File: config.mk
export PLATFORM = sky130hd
export DESIGN_NAME = fader_smoothing_and_pitch_map_unit
export DESIGN_NICKNAME = d
export VERILOG_FILES = /design/src/fspm_pkg.sv /design/src/fspm_front.sv /design/src/fspm_back.sv /design/src/fader_smoothing_and_pitch_map_unit.sv
export SDC_FILE = /design/constraint.sdc
export NUM_CORES = 1
export LEC_CHECK = 0
export BUFFER_PORTS_ARGS = -buffer_cell sky130_fd_sc_hd__buf_2
export CAP_MARGIN = 25
export CORE_MARGIN = 1
export CORE_UTILIZATION = 60
export DETAILED_ROUTE_END_ITERATION = 10
export MAX_ROUTING_LAYER = met4
export PLACE_DENSITY = 0.78
export SLEW_MARGIN = 20
export SYNTH_ARGS = -nofsm -noshare
export SYNTH_HDL_FRONTEND = slang
export SYNTH_SLANG_ARGS = --single-unit
File: constraint.sdc
create_clock -name clk -period 12.5 [get_ports clk]
set_input_delay 2.5 -clock clk [delete_from_list [all_inputs] [get_ports clk]]
set_output_delay 2.5 -clock clk [all_outputs]
set_load 0.005 [all_outputs]
File: src/fspm_pkg.sv
// Shared types, constants and register codes for the fader smoothing and pitch map unit.
package fspm_pkg;

  localparam int unsigned SAMPLE_BITS       = 12;
  localparam int unsigned FRACTION_BITS_DEF = 4;
  localparam int unsigned MAP_BITS          = 14;
  localparam int unsigned SHIFT_BITS        = 4;
  localparam int unsigned WINDOW_BITS       = 10;
  localparam int unsigned COUNT_BITS        = 8;
  localparam int unsigned CFG_INDEX_BITS    = 3;
  localparam int unsigned CFG_DATA_BITS     = SAMPLE_BITS;
  localparam int unsigned QUEUE_DEPTH       = 2;

  localparam logic [MAP_BITS-1:0]    MAP_ZERO = '0;
  localparam logic [MAP_BITS-1:0]    MAP_MID  = MAP_BITS'(8192);
  localparam logic [MAP_BITS-1:0]    MAP_TOP  = MAP_BITS'(16383);
  localparam logic [SAMPLE_BITS-1:0] SAMPLE_MAX = '1;

  localparam logic [SAMPLE_BITS-1:0] SNAP_RST     = SAMPLE_BITS'(64);
  localparam logic [SHIFT_BITS-1:0]  SHIFT_RST    = SHIFT_BITS'(3);
  localparam logic [SAMPLE_BITS-1:0] LOW_RST      = SAMPLE_BITS'(64);
  localparam logic [SAMPLE_BITS-1:0] HIGH_RST     = SAMPLE_BITS'(4031);
  localparam logic [SAMPLE_BITS-1:0] DETENT_RST   = SAMPLE_BITS'(2048);
  localparam logic [WINDOW_BITS-1:0] WINDOW_RST   = WINDOW_BITS'(32);
  localparam logic [COUNT_BITS-1:0]  INTERVAL_RST = COUNT_BITS'(10);

  typedef enum logic [1:0] {
    OP_SEED   = 2'd0,
    OP_UPDATE = 2'd1,
    OP_STORE  = 2'd2,
    OP_NONE   = 2'd3
  } op_e_t;

  typedef enum logic [CFG_INDEX_BITS-1:0] {
    CFG_SNAP     = 3'd0,
    CFG_SHIFT    = 3'd1,
    CFG_LOW      = 3'd2,
    CFG_HIGH     = 3'd3,
    CFG_DETENT   = 3'd4,
    CFG_WINDOW   = 3'd5,
    CFG_INTERVAL = 3'd6,
    CFG_SPARE    = 3'd7
  } cfg_idx_t;

  typedef struct packed {
    logic [SAMPLE_BITS-1:0] snap_threshold;
    logic [SHIFT_BITS-1:0]  smoothing_shift;
    logic [SAMPLE_BITS-1:0] low_limit;
    logic [SAMPLE_BITS-1:0] high_limit;
    logic [SAMPLE_BITS-1:0] detent_point;
    logic [WINDOW_BITS-1:0] detent_window;
    logic [COUNT_BITS-1:0]  tap_interval;
  } cfg_t;

  typedef struct packed {
    op_e_t                  kind;
    logic [SAMPLE_BITS-1:0] reading;
  } cmd_t;

  typedef struct packed {
    logic [SAMPLE_BITS-1:0] filtered_value;
    logic [MAP_BITS-1:0]    mapped_value;
    logic [SAMPLE_BITS-1:0] lowest_seen;
    logic [SAMPLE_BITS-1:0] highest_seen;
    logic [SAMPLE_BITS-1:0] tap_value;
    logic                   tap_due;
  } res_t;

endpackage

File: src/fspm_front.sv
// Front end: accepts input words, classifies the operation and queues them for the back end.
module fspm_front import fspm_pkg::*; (
  input  logic                   clk,
  input  logic                   rst_n,
  input  logic                   in_push,
  output logic                   in_full,
  input  logic [1:0]             in_operation,
  input  logic [SAMPLE_BITS-1:0] in_reading,
  output logic                   q_valid,
  output cmd_t                   q_cmd,
  input  logic                   q_pop
);

  localparam int unsigned PTR_BITS = $clog2(QUEUE_DEPTH);
  localparam int unsigned CNT_BITS = $clog2(QUEUE_DEPTH + 1);

  cmd_t                mem_r [QUEUE_DEPTH];
  logic [PTR_BITS-1:0] wr_ptr_r;
  logic [PTR_BITS-1:0] rd_ptr_r;
  logic [CNT_BITS-1:0] count_r;
  logic [CNT_BITS-1:0] count_nxt;
  logic                push_ok;
  logic                pop_ok;
  cmd_t                cmd_in;

  assign in_full = (count_r == CNT_BITS'(QUEUE_DEPTH));
  assign q_valid = (count_r != '0);
  assign q_cmd   = mem_r[rd_ptr_r];
  assign push_ok = in_push && !in_full;
  assign pop_ok  = q_pop && q_valid;

  // classify: operation code becomes the command kind
  assign cmd_in.kind    = op_e_t'(in_operation);
  assign cmd_in.reading = in_reading;

  always_comb begin
    count_nxt = count_r;
    if (push_ok && !pop_ok) begin
      count_nxt = count_r + 1'b1;
    end else if (pop_ok && !push_ok) begin
      count_nxt = count_r - 1'b1;
    end
  end

  always_ff @(posedge clk) begin
    if (push_ok) begin
      mem_r[wr_ptr_r] <= cmd_in;
    end
  end

  always_ff @(posedge clk) begin
    if (!rst_n) begin
      wr_ptr_r <= '0;
      rd_ptr_r <= '0;
      count_r  <= '0;
    end else begin
      if (push_ok) begin
        wr_ptr_r <= wr_ptr_r + 1'b1;
      end
      if (pop_ok) begin
        rd_ptr_r <= rd_ptr_r + 1'b1;
      end
      count_r <= count_nxt;
    end
  end

endmodule

File: src/fspm_back.sv
// Back end: filter, tracking, tap counter, two-segment map with serial divider, result register.
module fspm_back import fspm_pkg::*; #(
  parameter int unsigned FRACTION_BITS = FRACTION_BITS_DEF
) (
  input  logic clk,
  input  logic rst_n,
  input  cfg_t cfg,
  input  logic q_valid,
  input  cmd_t q_cmd,
  output logic q_pop,
  input  logic res_pop,
  output logic res_valid,
  output res_t res
);

  localparam int unsigned ACC_BITS  = SAMPLE_BITS + FRACTION_BITS;
  localparam int unsigned DIV_STEPS = MAP_BITS - 1;
  localparam int unsigned STEP_BITS = $clog2(DIV_STEPS);
  localparam int unsigned NUM_BITS  = SAMPLE_BITS + DIV_STEPS;

  typedef enum logic [4:0] {
    ST_IDLE  = 5'b00001,
    ST_EXEC  = 5'b00010,
    ST_SETUP = 5'b00100,
    ST_DIV   = 5'b01000,
    ST_DONE  = 5'b10000
  } state_t;

  state_t                  state_r, state_nxt;
  cmd_t                    cmd_r;
  logic [ACC_BITS-1:0]     acc_r;
  logic [SAMPLE_BITS-1:0]  cur_r, min_r, max_r, tap_r;
  logic [COUNT_BITS-1:0]   cnt_r;
  logic                    due_r;
  logic                    track_r;
  logic [SAMPLE_BITS-1:0]  rem_r, div_r;
  logic [DIV_STEPS-1:0]    quo_r;
  logic                    upper_r;
  logic [STEP_BITS-1:0]    step_r;
  logic [MAP_BITS-1:0]     map_r;
  logic                    res_valid_r;
  res_t                    res_r;

  // filter datapath
  logic [COUNT_BITS-1:0]   cnt_inc;
  logic                    tap_hit;
  logic [SAMPLE_BITS-1:0]  delta_mag;
  logic                    snap;
  logic [ACC_BITS-1:0]     target;
  logic signed [ACC_BITS:0] err, step;
  logic [ACC_BITS-1:0]     acc_new;

  // map classification
  logic                    lo_hit, hi_hit, below, in_win;
  logic [SAMPLE_BITS-1:0]  off_abs, d_lo, d_hi, div_lo, div_hi;
  logic [NUM_BITS-1:0]     num_hi;

  // divider step
  logic [SAMPLE_BITS:0]    rem_sh, rem_diff;
  logic                    ge;
  logic [DIV_STEPS-1:0]    quo_nxt;
  logic                    res_load;

  assign cnt_inc   = cnt_r + 1'b1;
  assign tap_hit   = (cnt_inc >= cfg.tap_interval);
  assign delta_mag = (cmd_r.reading >= cur_r) ? (cmd_r.reading - cur_r)
                                              : (cur_r - cmd_r.reading);
  assign snap      = (delta_mag >= cfg.snap_threshold);
  assign target    = ACC_BITS'(cmd_r.reading) << FRACTION_BITS;
  assign err       = $signed({1'b0, target}) - $signed({1'b0, acc_r});
  // arithmetic shift gives floor rounding of negative errors
  assign step      = err >>> cfg.smoothing_shift;
  assign acc_new   = snap ? target : (acc_r + step[ACC_BITS-1:0]);

  assign lo_hit  = (cur_r <= cfg.low_limit);
  assign hi_hit  = (cur_r >= cfg.high_limit);
  assign below   = (cur_r < cfg.detent_point);
  assign off_abs = below ? (cfg.detent_point - cur_r) : (cur_r - cfg.detent_point);
  assign in_win  = (off_abs <= SAMPLE_BITS'(cfg.detent_window));
  assign d_lo    = cur_r - cfg.low_limit;
  assign d_hi    = cur_r - cfg.detent_point;
  assign div_lo  = cfg.detent_point - cfg.low_limit;
  assign div_hi  = cfg.high_limit - cfg.detent_point;
  // upper segment numerator: d * (MAP_TOP - MAP_MID) = (d << 13) - d
  assign num_hi  = (NUM_BITS'(d_hi) << DIV_STEPS) - NUM_BITS'(d_hi);

  assign rem_sh   = {rem_r, quo_r[DIV_STEPS-1]};
  assign rem_diff = rem_sh - {1'b0, div_r};
  assign ge       = (rem_sh >= {1'b0, div_r});
  assign quo_nxt  = {quo_r[DIV_STEPS-2:0], ge};

  assign q_pop     = (state_r == ST_IDLE) && q_valid;
  assign res_load  = (state_r == ST_DONE) && (!res_valid_r || res_pop);
  assign res_valid = res_valid_r;
  assign res       = res_r;

  always_comb begin
    state_nxt = state_r;
    unique case (state_r)
      ST_IDLE:  if (q_valid) begin
        state_nxt = ST_EXEC;
      end
      ST_EXEC:  state_nxt = ST_SETUP;
      ST_SETUP: if (lo_hit || hi_hit || in_win) begin
        state_nxt = ST_DONE;
      end else begin
        state_nxt = ST_DIV;
      end
      ST_DIV:   if (step_r == STEP_BITS'(DIV_STEPS - 1)) begin
        state_nxt = ST_DONE;
      end
      ST_DONE:  if (res_load) begin
        state_nxt = ST_IDLE;
      end
      default:  state_nxt = ST_IDLE;
    endcase
  end

  always_ff @(posedge clk) begin
    if (!rst_n) begin
      state_r     <= ST_IDLE;
      acc_r       <= '0;
      cur_r       <= '0;
      min_r       <= SAMPLE_MAX;
      max_r       <= '0;
      tap_r       <= '0;
      cnt_r       <= '0;
      due_r       <= 1'b0;
      track_r     <= 1'b0;
      res_valid_r <= 1'b0;
    end else begin
      state_r <= state_nxt;
      if (res_load) begin
        res_valid_r <= 1'b1;
      end else if (res_pop) begin
        res_valid_r <= 1'b0;
      end
      if (state_r == ST_EXEC) begin
        due_r   <= 1'b0;
        track_r <= 1'b0;
        unique case (cmd_r.kind)
          OP_SEED: begin
            cur_r <= cmd_r.reading;
            acc_r <= target;
            min_r <= cmd_r.reading;
            max_r <= cmd_r.reading;
            cnt_r <= '0;
          end
          OP_UPDATE: begin
            cnt_r   <= tap_hit ? '0 : cnt_inc;
            due_r   <= tap_hit;
            track_r <= 1'b1;
            acc_r   <= acc_new;
            cur_r   <= acc_new[ACC_BITS-1:FRACTION_BITS];
          end
          OP_STORE: tap_r <= cmd_r.reading;
          OP_NONE:  ;
          default:  ;
        endcase
      end
      // min and max follow the new filtered value in the next cycle
      if ((state_r == ST_SETUP) && track_r) begin
        if (cur_r < min_r) begin
          min_r <= cur_r;
        end
        if (cur_r > max_r) begin
          max_r <= cur_r;
        end
      end
    end
  end

  always_ff @(posedge clk) begin
    if (q_pop) begin
      cmd_r <= q_cmd;
    end
    if (state_r == ST_SETUP) begin
      step_r <= '0;
      priority if (lo_hit) begin
        map_r <= MAP_ZERO;
      end else if (hi_hit) begin
        map_r <= MAP_TOP;
      end else if (in_win) begin
        map_r <= MAP_MID;
      end else if (below) begin
        upper_r <= 1'b0;
        div_r   <= div_lo;
        rem_r   <= d_lo;
        quo_r   <= '0;
      end else begin
        upper_r <= 1'b1;
        div_r   <= div_hi;
        rem_r   <= num_hi[NUM_BITS-1:DIV_STEPS];
        quo_r   <= num_hi[DIV_STEPS-1:0];
      end
    end
    if (state_r == ST_DIV) begin
      step_r <= step_r + 1'b1;
      rem_r  <= ge ? rem_diff[SAMPLE_BITS-1:0] : rem_sh[SAMPLE_BITS-1:0];
      quo_r  <= quo_nxt;
      if (step_r == STEP_BITS'(DIV_STEPS - 1)) begin
        map_r <= {upper_r, quo_nxt};
      end
    end
    if (res_load) begin
      res_r.filtered_value <= cur_r;
      res_r.mapped_value   <= map_r;
      res_r.lowest_seen    <= min_r;
      res_r.highest_seen   <= max_r;
      res_r.tap_value      <= tap_r;
      res_r.tap_due        <= due_r;
    end
  end

  // the partial remainder stays below the divisor throughout the division
  a_rem_below_div: assert property (@(posedge clk) disable iff (!rst_n)
    (state_r == ST_DIV) |-> (rem_r < div_r))
    else $error("divider remainder not below divisor");

  // only an update may raise the tap flag
  a_due_from_update: assert property (@(posedge clk) disable iff (!rst_n)
    ((state_r == ST_DONE) && due_r) |-> (cmd_r.kind == OP_UPDATE))
    else $error("tap flag raised by a non-update word");

  // a new word is taken only after the previous result has been stored
  a_pop_after_load: assert property (@(posedge clk) disable iff (!rst_n)
    res_load |=> (state_r == ST_IDLE) && res_valid_r)
    else $error("result register not loaded on leaving done");

  a_pop_needs_word: assert property (@(posedge clk) disable iff (!rst_n)
    q_pop |=> (state_r == ST_EXEC))
    else $error("popped word not executed");

endmodule

File: src/fader_smoothing_and_pitch_map_unit.sv
// Top level: configuration registers, front end queue and back end execution unit.
// Flow: an accepted word runs through back end states idle, execute, setup and done (dead
// zone or detent), plus the divide state on a sloped segment; done waits while the result
// register is full. No new word is taken until the result is stored, also during the 13-step
// restoring divider; the two-entry queue lets input words arrive while the back end works.
// Reset: synchronous, active low; empties the queue and result register and loads
// the register and filter state values at once; no clearing pass.
module fader_smoothing_and_pitch_map_unit import fspm_pkg::*; #(
  parameter int unsigned FRACTION_BITS = FRACTION_BITS_DEF
) (
  input  logic                      clk,
  input  logic                      rst_n,
  // input word channel
  input  logic                      in_push,
  output logic                      in_full,
  input  logic [1:0]                in_operation,
  input  logic [SAMPLE_BITS-1:0]    in_reading,
  // result word channel
  output logic                      out_empty,
  input  logic                      out_pop,
  output logic [SAMPLE_BITS-1:0]    out_filtered_value,
  output logic [MAP_BITS-1:0]       out_mapped_value,
  output logic [SAMPLE_BITS-1:0]    out_lowest_seen,
  output logic [SAMPLE_BITS-1:0]    out_highest_seen,
  output logic [SAMPLE_BITS-1:0]    out_tap_value,
  output logic                      out_tap_due,
  // configuration write channel
  input  logic                      cfg_valid,
  output logic                      cfg_ready,
  input  logic [CFG_INDEX_BITS-1:0] cfg_index,
  input  logic [CFG_DATA_BITS-1:0]  cfg_data
);

  cfg_t cfg_r;
  logic q_valid;
  cmd_t q_cmd;
  logic q_pop;
  logic res_valid;
  res_t res;

  // Registers take a write in any cycle; software must write only while idle, which the block does not enforce.
  assign cfg_ready = 1'b1;

  always_ff @(posedge clk) begin
    if (!rst_n) begin
      cfg_r.snap_threshold  <= SNAP_RST;
      cfg_r.smoothing_shift <= SHIFT_RST;
      cfg_r.low_limit       <= LOW_RST;
      cfg_r.high_limit      <= HIGH_RST;
      cfg_r.detent_point    <= DETENT_RST;
      cfg_r.detent_window   <= WINDOW_RST;
      cfg_r.tap_interval    <= INTERVAL_RST;
    end else if (cfg_valid && cfg_ready) begin
      // truncate the data word to the width of the addressed register;
      // drop writes to the spare index
      unique case (cfg_idx_t'(cfg_index))
        CFG_SNAP:     cfg_r.snap_threshold  <= cfg_data[SAMPLE_BITS-1:0];
        CFG_SHIFT:    cfg_r.smoothing_shift <= cfg_data[SHIFT_BITS-1:0];
        CFG_LOW:      cfg_r.low_limit       <= cfg_data[SAMPLE_BITS-1:0];
        CFG_HIGH:     cfg_r.high_limit      <= cfg_data[SAMPLE_BITS-1:0];
        CFG_DETENT:   cfg_r.detent_point    <= cfg_data[SAMPLE_BITS-1:0];
        CFG_WINDOW:   cfg_r.detent_window   <= cfg_data[WINDOW_BITS-1:0];
        CFG_INTERVAL: cfg_r.tap_interval    <= cfg_data[COUNT_BITS-1:0];
        CFG_SPARE:    ;
        default:      ;
      endcase
    end
  end

  // Front end: accept and classify words, hold them in a two-entry queue.
  fspm_front u_front (
    .clk          (clk),
    .rst_n        (rst_n),
    .in_push      (in_push),
    .in_full      (in_full),
    .in_operation (in_operation),
    .in_reading   (in_reading),
    .q_valid      (q_valid),
    .q_cmd        (q_cmd),
    .q_pop        (q_pop)
  );

  // Back end: apply the word to the filter state, map, and hold the result word.
  fspm_back #(
    .FRACTION_BITS (FRACTION_BITS)
  ) u_back (
    .clk       (clk),
    .rst_n     (rst_n),
    .cfg       (cfg_r),
    .q_valid   (q_valid),
    .q_cmd     (q_cmd),
    .q_pop     (q_pop),
    .res_pop   (out_pop),
    .res_valid (res_valid),
    .res       (res)
  );

  assign out_empty          = !res_valid;
  assign out_filtered_value = res.filtered_value;
  assign out_mapped_value   = res.mapped_value;
  assign out_lowest_seen    = res.lowest_seen;
  assign out_highest_seen   = res.highest_seen;
  assign out_tap_value      = res.tap_value;
  assign out_tap_due        = res.tap_due;

endmodule
==> results of run 1 <==
==> placed cells by master (no fill, tap or decap), types with 52 or more instances in the layout <==
cell	instances
nand2_1	252
a21o_1	53
edfxtp_1	147
xnor2_1	68
nand3_1	52
nor3_1	67
buf_2	98
a21oi_1	219
nor2_1	152
inv_1	172
dfxtp_1	156
ha_1	181
o21ai_0	95
==> layer usage <==
| layer | vias up | GRT usage (%) | share of wire, % |
|---|---|---|---|
| li1 | 8212 | - | - |
| met1 | 8343 | 46.51 | 41 |
| met2 | 752 | 60.77 | 47 |
| met3 | 187 | 4.386 | 6.6 |
| met4 | 0 | 18.57 | 5.4 |
| met5 | - | - | 0 |
==> flip-flops by register name, indices dropped and copies added, names as in the netlist <==
signal / cells
u_back.upper_r: 1
u_back.res: 63
u_front.mem_r: 28
u_front.rd_ptr_r: 1
u_back.cnt_r: 8
u_back.cmd_r: 14
u_back.cur_r: 12
u_back.acc_r: 4
u_back.step_r: 4
u_back.track_r: 1
u_back.res_valid: 1
u_back.state_r: 5
u_back.tap_r: 12
u_back.div_r: 12
u_front.count_r: 2
u_back.max_r: 12
cfg_r: 70
u_front.wr_ptr_r: 1
u_back.quo_r: 13
u_back.map_r: 14
u_back.due_r: 1
u_back.rem_r: 12
u_back.min_r: 12
==> through the flow <==
| step | power, mW | setup slack (ns) |
|---|---|---|
| finish | 4.026 | 6.563 |
| global route | 4.237 | 6.086 |
| CTS | 3.994 | 6.496 |
| detailed placement | 2.962 | 6.525 |
| global placement | 2.943 | 6.569 |
| floorplan | 2.476 | 7.588 |
==> critical path, stage by stage (launching register included) <==
cell and delay, ns:
dfxtp_1 0.78, inv_1 0.34, ha_1 0.57, o2111ai_1 0.30
a2111o_1 0.53, and2_0 0.32, mux4_2 0.55, mux2i_1 0.24
a21oi_1 0.12, ha_1 0.32, a211oi_1 0.36, o211ai_1 0.20
a31o_2 0.26, a21o_1 0.21, a21boi_0 0.23, xor2_1 0.18
mux2i_1 0.09, o211a_1 0.22
==> power breakdown <==
group / switching [mW] / internal (mW)
sequential: 0.0991 / 1.14
combinational: 1.07 / 0.681
clock: 0.424 / 0.611
total: 1.59 / 2.43
==> synthesized netlist by cell type (all sizes together), types with 54 or more instances <==
library cell,instances
nand2,252
o21ai,97
dfxtp,156
nor3,70
edfxtp,147
clkbuf,78
ha,181
xnor2,68
a21o,54
inv,172
nor2,154
a21oi,222
==> logic make-up after synthesis <==
logic type / Yosys count
buf+inv: 275
simple gates: 703
other cells: 1
flops: 303
xor+xnor: 107
mux: 73
fa+ha+maj: 190
compound gates: 593
==> path summary, 6_finish.rpt <==
path,from,to,slack [ns],depth (start not counted)
setup / recovery,u_back.cur_r[1],u_back.cur_r[9],6.56,17
hold / removal,u_back.tap_r[9],u_back.res[10],0.43,0
setup reg to reg,u_back.cur_r[1],u_back.cur_r[9],6.56,17
hold reg to reg,u_back.tap_r[9],u_back.res[10],0.43,0
==> final cells by class <==
| type | instances | area (um2) | area share [%] |
|---|---|---|---|
| Clock inverter | 21 | 220.2 | 1.002 |
| Multi-Input combinational cell | 1667 | 11420 | 51.95 |
| Clock buffer | 41 | 949.7 | 4.320 |
| Timing Repair Buffer | 118 | 648.1 | 2.948 |
| Tap cell | 442 | 553.0 | 2.516 |
| Inverter | 174 | 654.4 | 2.977 |
| Sequential cell | 303 | 7537 | 34.29 |
==> metrics, run 1 <==
Async SR Flop Fraction 0%; number of global-route vias before repair 16,698; crit path max fanout 14; WS Path Type reg -> reg; WHS between 0.4 and 0.5 ns; syn nets 2,469; DR DRC count 0; max cap viols 0; DR vias/cell 6.325; fin util 67.40%; Area growth syn-to-layout 9.971%; Synth Area in Compound Gates 19.20%; global-route wire length before repair ~94,000 um; Adder-Cell Fraction of Synth Area between 10 and 15%; final instance area approximately 0.022 mm2; All-Layer GR Usage 37.55%; chip height around 180 um; Synth area leader edfxtp_1; WL/cell ~22 um; post-route ant nets 0; VDD IR max 146.9 uV; n_diodes 0; Sink Count 303; Post-CTS Setup Bufs 0; Die ar. 0.03405 mm2; combinational family with the most area after synthesis compound AO/OA/AOI/OAI gates; Tcrit/Tclk final a little under half; worst slew pin tran 1.111 ns; largest net degree at the start of global routing 59; clock-pin slew on the worst setup and hold paths around 0.06 ns; Hold Fails Final Rpt 0; cts bufs inserted 34; Synth area leaders edfxtp_1 (22%), dfxtp_1 (16%), ha_1 (11%); # H-tree levels 2; Synth top area share approximately 22%; Post-synth EDFFs between 100 and 150; TritonRoute pass-1 iters 6; status finished clean; Core Area roughly 0.033 mm2; Root Buffer clkbuf_16; post-synthesis mux area share under 10%; DPL Wire Length approximately 47,000 um; hold buffers post-CTS 0; CP Launch Type flip-flop; post-cts resize count 0; Lkg Pwr about 9.0 nW; syn avg cell area 8.904 um2; Synth Cell Area 0.01999 mm2; worst min path class reg -> reg; Nets ~2,500; crit path time final between 5 and 6 ns; synth warn 0; Mapped Cells 2,245; Final Setup Violations 0; count of pins over their slew limit 0; clk buf depth 3; Yosys cell types between 80 and 90; Rel. slew slack roughly a quarter; critical path data arrival time 6.37 ns; CTS tree done; simple-gate area share of the yosys netlist approximately 17%; Final Wtd Congestion 0.9850; fillers 2,659; Synth Flop Type dfxtp_1; worst clock skew about 0.024 ns; DRT Wirelength roughly 62,000 um; initial DRC count 1,642; CP Data Required Time approximately 13 ns; register bit total from synthesis 303; Post-DP Area 0.02078 mm2; setup TNS 0 ns; sequential share of the synthesized area a little under two fifths; xor/xnor cell area share of the yosys netlist 4.688%; I/O pin cnt 100; clk_lat worst skew around 0.54 ns; initial antenna violation count 0; initial core utilization between 60% and 70%; Max Clk Rate approximately 170 MHz; DR vias 17,494; number of core rows between 60 and 70; RSZ-0062 raised after global routing no; CP endpoint kind flip-flop; die width ~180 um; Final Non-Filler Cells about 2,800; power density over the cells about 180 mW/mm2; overflow left after global routing 0; fraction of layout cells with a size suffix above 1 ~11%; Port Buffers 98; Inst Count DP approximately 2,700
No activity file was read; power rests on OpenSTA's default activity.
==> run 2: changes to the inputs <==
==> constraint.sdc (replaced) <==
create_clock -name clk -period 5.7 [get_ports clk]
set_input_delay 1.14 -clock clk [delete_from_list [all_inputs] [get_ports clk]]
set_output_delay 1.14 -clock clk [all_outputs]
set_load 0.005 [all_outputs]
==> metrics, run 2 (same netlist as run 1, synthesis figures left out) <==
switching part of the total 39.76% (+0.17 points); commonest cells after routing, fill and taps aside nand2_1 (252), a21oi_1 (219), ha_1 (181), inv_1 (172), dfxtp_1 (156); number of core rows 66 (unchanged); # H-tree levels 2 (unchanged); Tcrit/Tclk final 92.70% (+45 points); Rel. slew slack 27.59% (+1.7 points); most flop-heavy register cfg_r; Max Clk Rate 189.3 MHz (+12%); post-route ant nets 0 (unchanged); status finished clean; CP Data Required Time 6.12 ns (-6.81 ns); Worst Setup SP u_back.cmd_r[4]; DR DRC count 0 (unchanged); Post-CTS Setup Bufs 0 (unchanged); Port Buffers 98 (unchanged); max cap viols 0 (unchanged); RSZ-0062 raised after global routing no; n_diodes 0 (unchanged); CP Launch Type flip-flop; largest net degree at the start of global routing 71 (+20%); initial antenna violation count 0 (unchanged); Hold Fails Final Rpt 0 (unchanged); WS Path Type reg -> reg; Multi-input gate area 0.01141 mm2 (-0.13%); crit path time final 5.284 ns (-0.6528 ns); setup ws final 0.4161 ns (-6.147 ns); P_int 5.309 mW (+120%); Root Buffer clkbuf_16; CP endpoint kind flip-flop; worst clock skew 0.03958 ns (+0.01572 ns); power density over the cells 397.5 mW/mm2 (+120%); global-route wire length before repair 94,700 um (+0.37%); hold buffers post-CTS 0 (unchanged); DRT Wirelength 61,910 um (-0.30%); P_sw 3.503 mW (+120%); clock power share 24.4% (-1.3 points); max reg flops 70 (unchanged); Die ar. 0.03405 mm2 (unchanged); All-Layer GR Usage 37.60% (+0.054 points); DR vias/cell 6.260 (-1.0%); CTS tree done; Core Area 0.03262 mm2 (unchanged); number of global-route vias before repair 16,622 (-0.46%); worst min path class reg -> reg; die width 184.5 um (unchanged); post-cts resize count 0 (unchanged); worst slew pin tran 1.085 ns (-0.02631 ns); WL/cell 22.09 um (-1.6%); chip height 184.5 um (unchanged); Hold Path Origin u_back.map_r[7]; worst r2r src u_back.cmd_r[4]; count of pins over their slew limit 0 (unchanged); total power 8.812 mW (+120%); clock-pin slew on the worst setup and hold paths 0.08 ns (+0.02 ns); Sink Count 303 (unchanged); VDD IR max 312.7 uV (+110%); DPL Wire Length 47,160 um (+0.87%); cts bufs inserted 34 (unchanged); FF+latch area 0.007537 mm2 (unchanged); DR vias 17,540 (+0.26%); fillers 2,635 (-0.90%); crit path max fanout 10 (-4); Final Wtd Congestion 0.9907 (+0.58%); fraction of layout cells with a size suffix above 1 11.99% (+1.1 points); I/O pin cnt 100 (unchanged); initial core utilization 61.29% (unchanged); overflow left after global routing 0 (unchanged); initial DRC count 1,617 (-1.5%); clk buf depth 3 (unchanged); Lkg Pwr 9.167 nW (+1.6%); most common cell after layout, fill and taps aside nand2_1; Setup WS pre-CTS 0.5254 ns (-6.000 ns); Area growth syn-to-layout 10.90%; Sequential Power Share 30.1% (-0.7 points); clk_lat worst skew 0.55 ns (about the same); setup TNS 0 ns (unchanged); critical path data arrival time 5.71 ns (-0.66 ns); Comb power frac 45.4% (+1.9 points); Nets 2,558 (+1.4%); TritonRoute pass-1 iters 5 (-1); Final Setup Violations 0 (unchanged)
## run 2: worst paths after layout
kind | cells after the start | endpoint | slack [ns]
setup / recovery | 18 | u_back.cur_r[9] | 0.42
hold / removal | 0 | u_back.res[44] | 0.43
setup reg to reg | 18 | u_back.cur_r[9] | 0.42
hold reg to reg | 0 | u_back.res[44] | 0.43
## run 2: per-stage QoR
stage | area [um2] | cells | hold slack (ns) | utilization (%)
after floorplan | 19990 | 2245 | 0.4080 | -
after global placement | 21040 | 2735 | 0.4148 | 64.49
after detailed placement | 21060 | 2737 | 0.4172 | 64.57
after CTS | 22150 | 2799 | 0.4258 | 67.91
after global routing | 22170 | 2802 | 0.4203 | 67.97
final | 22170 | 2802 | 0.4268 | 67.97
## run 2: cell type report
cell class	instances	share of cell area, %
Multi-Input combinational cell	1667	51.45
Sequential cell	303	34.00
Clock buffer	47	4.334
Timing Repair Buffer	154	4.205
Inverter	174	2.952
Tap cell	442	2.494
Clock inverter	15	0.5700
## run 2: worst max-delay path, cell delays in order, from the launching register on
cell and delay [ns]:
edfxtp_1 0.42, ha_1 0.45, a21oi_1 0.29, o21ai_0 0.22, a21oi_1 0.33, nand2_1 0.16, xor2_1 0.19, mux2_2 0.33
mux4_2 0.50, mux2_2 0.28, ha_1 0.21, a211oi_1 0.34, o211ai_1 0.23, a31o_2 0.29, a21o_1 0.21, a21boi_0 0.22
xor2_1 0.19, mux2i_1 0.09, o211a_1 0.20
## run 2: power groups by stage
stage	registers, mW	clock network, mW	logic, mW
finish	2.65	2.15	4.00
CTS	2.65	2.16	3.94
floorplan	2.63	0	2.80
detailed placement	2.69	0	3.91
global placement	2.68	0	3.86
global route	2.67	2.23	4.35
## run 2: metal layers
layer | vias to the layer above | share of wire, % | global-route usage [%] | wire length [um]
li1 | 8274 | - | - | -
met1 | 8402 | 40 | 44.02 | 24660
met2 | 689 | 49 | 62.72 | 30100
met3 | 175 | 5.9 | 4.880 | 3651
met4 | 0 | 5.6 | 20.33 | 3493
met5 | - | 0 | - | 0
